## src/rtl/scc_mul.sv

```systemverilog
module scc_mul #(
  parameter int AW = 33,
  parameter int BW = 19
) (
  input  logic                    clk,
  input  logic signed [AW-1:0]    a,
  input  logic signed [BW-1:0]    b,
  output logic signed [AW+BW-1:0] prod
);

  logic signed [AW+BW-1:0] prod_r;

  always_ff @(posedge clk) begin
    prod_r <= a * b;
  end

  assign prod = prod_r;

endmodule

```

## config.mk

```make
export PLATFORM = sky130hd
export DESIGN_NAME = scc_mul
export DESIGN_NICKNAME = d
export VERILOG_FILES = /design/src/rtl/scc_mul.sv
export SDC_FILE = /design/constraint.sdc
export NUM_CORES = 2
export LEC_CHECK = 0
export ABC_AREA = 1
export BUFFER_PORTS_ARGS = -buffer_cell sky130_fd_sc_hd__buf_2
export CAP_MARGIN = 20
export CORE_AREA = 2 2 238 240
export DETAILED_ROUTE_END_ITERATION = 10
export DIE_AREA = 0 0 240 242
export GPL_TIMING_DRIVEN = 1
export SETUP_SLACK_MARGIN = 0.1
export SLEW_MARGIN = 15
export SYNTH_ARGS = -nofsm -noshare
export SYNTH_HDL_FRONTEND = slang
export SYNTH_SLANG_ARGS = --single-unit
```

## constraint.sdc

```tcl
create_clock -name clk -period 8.5 [get_ports clk]
set_input_delay 1.7 -clock clk [delete_from_list [all_inputs] [get_ports clk]]
set_output_delay 1.7 -clock clk [all_outputs]
set_load 0.01 [all_outputs]
```

==> results.json <==
{
  "io_buffers": 104,
  "yosysUniqueCellTypes": 31,
  "cts_buffers": 5,
  "cp.required_ns": 8.71,
  "slew_viol_final": 0,
  "synth_edf_count": 0,
  "arrival_ns": 7.73,
  "final_area_mm2": 0.0261,
  "clk_path_buf_depth": 2,
  "cts_root_buf": "clkbuf_16",
  "synth_nets": 4039,
  "period_share_pct": 88.4,
  "finalSetupTns_ns": 0,
  "cts_resized": 0,
  "largest_reg_flops": 52,
  "min_period_ns": 7.52,
  "critPathKind": "input port to flip-flop",
  "die_h_um": 242,
  "syn_to_final_growth_pct": 5.80,
  "synth.cell_area_mm2": 0.0247,
  "yosysWarnings": 0,
  "antenna_found_initial": 2,
  "wl_per_cell_um": 17.1,
  "ys_ff_latch": 52,
  "row_count": 87,
  "hold_buffers": 0,
  "cp_max_fo": 19,
  "worst_pin_slew_ns": 0.833,
  "ios": 105,
  "first_global_vias": 19800,
  "timing.slew.headroom_pct": 44.5,
  "syn_avg_cell_area_um2": 7.63,
  "place_congestion": 0.886,
  "fp.dieW_um": 240,
  "whs_ns": 1.89,
  "final_common_cell": "inv_1",
  "place_area_mm2": 0.0260,
  "max_stage_delay_ns": 0.68,
  "dieArea_mm2": 0.0581,
  "register_area_mm2": 0.00104,
  "hold_viol": 0,
  "grt_pass1_wl_um": 110000,
  "dp_hpwl_um": 56800,
  "core_area_mm2": 0.0557,
  "endpoint_kind": "flip-flop",
  "hp-class": "input port to flip-flop",
  "seq_area_frac_synth_pct": 4.22,
  "setup.worst_path.start_class": "input port",
  "fmax_mhz": 133,
  "detail_route.iter0.violations": 1178,
  "fillers": 5649,
  "multi_input_area_mm2": 0.0192,
  "maxCapViolCount": 0,
  "start_util_pct": 44.3,
  "clk_pin_slew_ns": 0.08,
  "path_common_cell": "inv_1",
  "num-nets-final": 4052,
  "cts_setup_buffers": 0,
  "async_flop_share_pct": 0,
  "grt-ovfl-total": 0,
  "cts_tree": "built",
  "layout_common_cells": "inv_1 (1033), nand2_1 (942), fa_1 (607)",
  "dr.pass1.iters": 5,
  "track_usage_pct": 24.6,
  "rsz0062_at_grt": "false",
  "critPathTopFamily": "adder cells",
  "wl_um": 68600,
  "synth_cells": 3238,
  "grt_start_max_net_pins": 33,
  "crit_buf_inv": 8,
  "vias": 18900,
  "cts_sinks": 52,
  "drive_above_1_share_pct": 6.70,
  "routed_via_density": 4.71,
  "drc": 0,
  "synthFlopType": "dfxtp_1",
  "finalSetupViolCount": 0,
  "outcome": "completed",
  "ant_nets": 0,
  "cp_slowest_cell": "fa_1",
  "h-tree-depth": 2
}
Yosys cell counts (2+ instances only):
master | count | share of area, %
nand2_1 | 942 | 14
inv_1 | 1033 | 16
inv_2 | 2 | 0.030
fa_1 | 607 | 49
dfxtp_1 | 52 | 4.2
nand3_4 | 2 | 0.14
ha_1 | 141 | 7.1
a21oi_1 | 45 | 0.91
or2_2 | 8 | 0.20
nand3_1 | 45 | 0.91
o21bai_1 | 3 | 0.091
and3_1 | 3 | 0.076
nand4_1 | 15 | 0.38
o21ai_0 | 13 | 0.26
nor3_1 | 3 | 0.061
clkbuf_1 | 126 | 1.9
buf_1 | 15 | 0.23
nand2_4 | 4 | 0.18
clkinv_1 | 3 | 0.046
nand3_2 | 2 | 0.081
xnor2_1 | 12 | 0.43
xor2_1 | 18 | 0.64
nor3_2 | 2 | 0.081
nand2_2 | 19 | 0.48
nor2_4 | 3 | 0.14
nor2_2 | 19 | 0.48
nor2_1 | 97 | 1.5
cell families after synthesis:
family	Yosys count	share of synthesized area (%)
and+or+nand+nor	1166	19.1
adders and majority gates	748	56.3
AOI/OAI and AO/OA	63	1.39
buffers and inverters	1179	17.9
xor gates and xnor gates	30	1.06
DFF	52	4.22
routing by layer:
metal	part of all wire, %	vias up	wire length, µm	track usage, %
met5	0	-	0	0
met3	5.3	111	3660	2.75
met4	3.8	0	2610	7.62
met1	41	9392	27800	32.0
li1	-	8894	-	-
met2	50	506	34500	42.9
per-stage QoR:
step                      utilization, %  setup slack, ns  std cells
after floorplan                        -             1.06       3238
after global placement              46.6            0.746       4000
after detailed placement            46.6            0.702       4000
after CTS                           46.9            0.998       4008
after global routing                46.9            0.567       4008
final                               46.9            0.985       4011
path summary, 6_finish.rpt:
kind	from	endpoint	slack [ns]	cells past startpoint
max	a[32]	prod[51]$_DFF_P_	0.98	26
min	b[0]	prod[0]$_DFF_P_	1.89	3
area by class of cell:
type / instances / area share [%]
diodes: 3 / 0.0287
clock buffers: 5 / 0.479
clock inverters: 3 / 0.101
inverters: 1038 / 14.9
multi-input cells: 2007 / 73.6
flip-flops and latches: 52 / 3.98
well taps: 756 / 3.62
repair buffers: 147 / 3.28
Power is left out: the tool's default activity adds up to more than one toggle a clock period on the data nets, which glitch-free logic cannot reach.
