===== src/rtl/scc_div.sv =====
module scc_div #(
  parameter int QW  = 29,
  parameter int VCW = 3
) (
  input  logic                  clk,
  input  logic                  rst_n,
  input  logic                  start,
  input  logic [VCW-1:0]        divisor,
  input  logic signed [QW-1:0]  num_l,
  input  logic signed [QW-1:0]  num_r,
  output logic                  done,
  output logic signed [QW-1:0]  quo_l,
  output logic signed [QW-1:0]  quo_r
);

  localparam int CW = $clog2(QW + 1);

  logic [QW-1:0]  u_r [2];
  logic [QW-1:0]  u_nxt [2];
  logic [VCW-1:0] rem_r [2];
  logic [VCW-1:0] rem_nxt [2];
  logic           neg_r [2];
  logic [CW-1:0]  cnt_r;
  logic           busy_r;
  logic           done_r;
  logic signed [QW-1:0] num [2];

  assign num[0] = num_l;
  assign num[1] = num_r;

  always_comb begin
    logic [VCW:0] rem_s;
    logic         ge;
    for (int i = 0; i < 2; i++) begin
      rem_s      = {rem_r[i], u_r[i][QW-1]};
      ge         = (rem_s >= {1'b0, divisor});
      rem_nxt[i] = ge ? VCW'(rem_s - {1'b0, divisor}) : VCW'(rem_s);
      u_nxt[i]   = {u_r[i][QW-2:0], ge};
    end
  end

  always_ff @(posedge clk) begin
    if (start) begin
      for (int i = 0; i < 2; i++) begin
        neg_r[i] <= num[i][QW-1];
        rem_r[i] <= '0;
        u_r[i]   <= num[i][QW-1] ? ((~num[i]) + QW'(1) + QW'(divisor) - QW'(1))
                                 : num[i];
      end
    end else if (busy_r) begin
      for (int i = 0; i < 2; i++) begin
        u_r[i]   <= u_nxt[i];
        rem_r[i] <= rem_nxt[i];
      end
    end
  end

  always_ff @(posedge clk) begin
    if (!rst_n) begin
      busy_r <= 1'b0;
      done_r <= 1'b0;
      cnt_r  <= '0;
    end else begin
      done_r <= 1'b0;
      if (start) begin
        busy_r <= 1'b1;
        cnt_r  <= '0;
      end else if (busy_r) begin
        cnt_r <= cnt_r + 1'b1;
        if (cnt_r == CW'(QW - 1)) begin
          busy_r <= 1'b0;
          done_r <= 1'b1;
        end
      end
    end
  end

  assign done  = done_r;
  assign quo_l = neg_r[0] ? -$signed(u_r[0]) : $signed(u_r[0]);
  assign quo_r = neg_r[1] ? -$signed(u_r[1]) : $signed(u_r[1]);

endmodule


===== config.mk =====
export PLATFORM = sky130hd
export DESIGN_NAME = scc_div
export DESIGN_NICKNAME = d
export VERILOG_FILES = /design/src/rtl/scc_div.sv
export SDC_FILE = /design/constraint.sdc
export NUM_CORES = 1
export LEC_CHECK = 0
export CORE_MARGIN = 2
export CORE_UTILIZATION = 36
export DETAILED_ROUTE_END_ITERATION = 6
export DONT_BUFFER_PORTS = 1
export SLEW_MARGIN = 30
export SYNTH_ARGS = -nofsm -noshare
export SYNTH_HDL_FRONTEND = slang
export SYNTH_SLANG_ARGS = --single-unit
export TNS_END_PERCENT = 20

===== constraint.sdc =====
create_clock -name clk -period 8.9 [get_ports clk]
set_input_delay 1.78 -clock clk [delete_from_list [all_inputs] [get_ports clk]]
set_output_delay 1.78 -clock clk [all_outputs]
set_load 0.05 [all_outputs]

==> reports/metrics.yaml <==
status: "complete, no violations"
worstSetupEndpointType: "output pin"
diodes: 0
cts_made_buffers: 9
drt_iter0_drc: 347
slew_headroom: 0.328
drive_above_1_share: 0.139
die_h_um: 132
hold_viol: 0
cts_tree: "built"
ant_nets: 0
peakVddDrop_v: 0.0000913
synth_area_leaders: "edfxtp_1 (34%), xnor2_1 (9.8%), xor2_1 (5.7%)"
nets: 732
slowest_stage: "xor2_1"
synth_edf_count: 66
path_cells: "inv_1, ha_1, or4b_1, nor4_1, nand2_1, o31a_1, xor2_1"
postSynthAreaPerCell_um2: 8.93
max_stage_delay_ns: 0.78
fp.dieArea_mm2: 0.0174
final_common_cell: "nand2_1"
synth_cell_types: 50
dp_hpwl_um: 12200
rsz0062_at_grt: "no"
setup_viol: 0
start_kind: "flop"
postSynthCellCount: 659
cts.clk_slew.worst_paths_ns: 0.06
clock-sinks: 73
io_buffers: 0
drt_first_pass_iters: 5
clockBufferDepth: 2
synth_seq_area_share: 0.361
yosys_warnings: 0
fin_crit_sh: 0.605
grt_pass1_wl_um: 25400
drv_slew: 0
layout_common_cells: "nand2_1 (76), edfxtp_1 (66), o21ai_0 (61)"
min_period_ns: 5.39
r2r_start: "busy_r$_SDFF_PN0_"
required_ns: 7.12
grt.overflow.total: 0
clock_latency_ns: 0.34
synth_area_mm2: 0.00589
finalClockSkew_ns: 0.00636
gp_congestion: 0.872
ys.flop_type: "edfxtp_1"
arrival_ns: 3.61
power_density_mw_per_mm2: 198
ys_ff_latch: 73
die_x_um: 132
holdBufCountCts: 0
area_growth_pct: 14.6
grt_pass1_vias: 4762
cts-root-buf: "clkbuf_16"
fmaxAchievable_mhz: 186
dp_slack_ns: 3.93
routed_wl_um: 16000
drc: 0
grt_util_all_layers: 0.182
tightest_slew_ns: 1.01
cts_resized: 0
worstHoldPathType: "reg2reg"
crit_start: "u_r[0][29]$_DFFE_PP_"
htree_num_levels: 3
wire_per_inst_um: 18.5
antenna_found_initial: 0
fin_ws_ns: 3.51
num_vias: 4949
core-area_mm2: 0.0159
final.setup.tns_ns: 0
drv_cap: 0
rows: 46
yosysTopAreaCell: "edfxtp_1"
crit_type: "reg2out"
leakage_nw: 2.38
cts_setup_buffers: 0
min_from: "cnt_r[4]$_SDFFE_PP0P_"
critPathMaxFanout: 6
synth_fp_nets: 743
async_reset_ff_frac: 0
grt_max_degree: 65
yosysTopAreaCellShare: 0.337
start_util: 0.369
io_pins: 123
viasPerCell: 5.70
==> cells in the mapped netlist, types with 4 or more instances <==
library cell,count
xnor2_1,66
a21oi_1,31
nor2b_1,6
a211oi_1,4
a31oi_1,4
clkbuf_1,28
mux2i_1,9
nor3_1,11
or3_1,12
nor2_1,44
dfxtp_1,7
xor2_1,38
nand2b_1,5
or4_1,12
ha_1,16
nand3_1,10
nand4_1,7
fa_1,4
nor4_1,15
o31ai_1,32
o21ai_0,63
edfxtp_1,66
or4_4,4
inv_1,27
nand2_1,76
or2_2,7
o41ai_1,15
==> final cells by class <==
cell class                 count  area [um^2]
clock buffer                   9          225
sequential                    73         2120
timing repair buffer          13         97.6
tap                          216          270
inverter                      27          101
multi-input combinational    524         3830
clock inverter                 7         92.6
fill                        1538         9200
==> worst max-delay path, delay by kind of cell, from the launching register on <==
| kind | cells | cell delay, ns |
|---|---|---|
| AOI/OAI and AO/OA | 1 | 0.28 |
| xor gates and xnor gates | 1 | 0.78 |
| adders and majority gates | 1 | 0.20 |
| buffers and inverters | 1 | 0.19 |
| DFF | 1 | 0.64 |
| and+or+nand+nor | 3 | 1.16 |
==> power by group <==
part	internal [mW]	switching, mW	total, mW
registers	0.426	0.0671	0.494
logic	0.132	0.314	0.446
clock network	0.246	0.151	0.397
total	0.804	0.532	1.34
==> flip-flops by register name (all words and copies together), names as in the netlist <==
name	count
u_r	58
rem_r	6
cnt_r	5
neg_r	2
busy_r	1
done	1
==> worst paths after layout <==
path                          end  slack, ns  cells past startpoint
max                     quo_r[18]       3.51                      7
max reg2reg  u_r[0][13]$_DFFE_PP_       6.66                      5
min               done$_SDFF_PP0_       0.51                      2
min reg2reg       done$_SDFF_PP0_       0.51                      2
==> layer usage <==
metal | global-route usage | wire length, um
met5 | 0 | 0
met4 | 0.0682 | 328
met3 | 0.0496 | 1100
met2 | 0.299 | 7610
met1 | 0.229 | 7000
==> stage by stage <==
step	util	power (mW)	cells	instance area [um^2]	hold slack, ns
floorplan	-	0.843	659	5890	0.463
global placement	0.383	0.902	853	6110	0.493
detailed placement	0.403	0.947	853	6430	0.501
CTS	0.423	1.34	869	6740	0.517
global route	0.423	1.39	869	6740	0.547
finish	0.423	1.34	869	6740	0.513
==> kinds of logic after synthesis <==
logic type,count (synthesis),share of synthesized area
mux,10,0.0172
flops,73,0.361
buf+inv,62,0.0427
compound gates,169,0.187
fa+ha+maj,20,0.0476
xor+xnor,104,0.155
simple gates,221,0.190
Note: power is estimated with default switching activity, not from simulation.
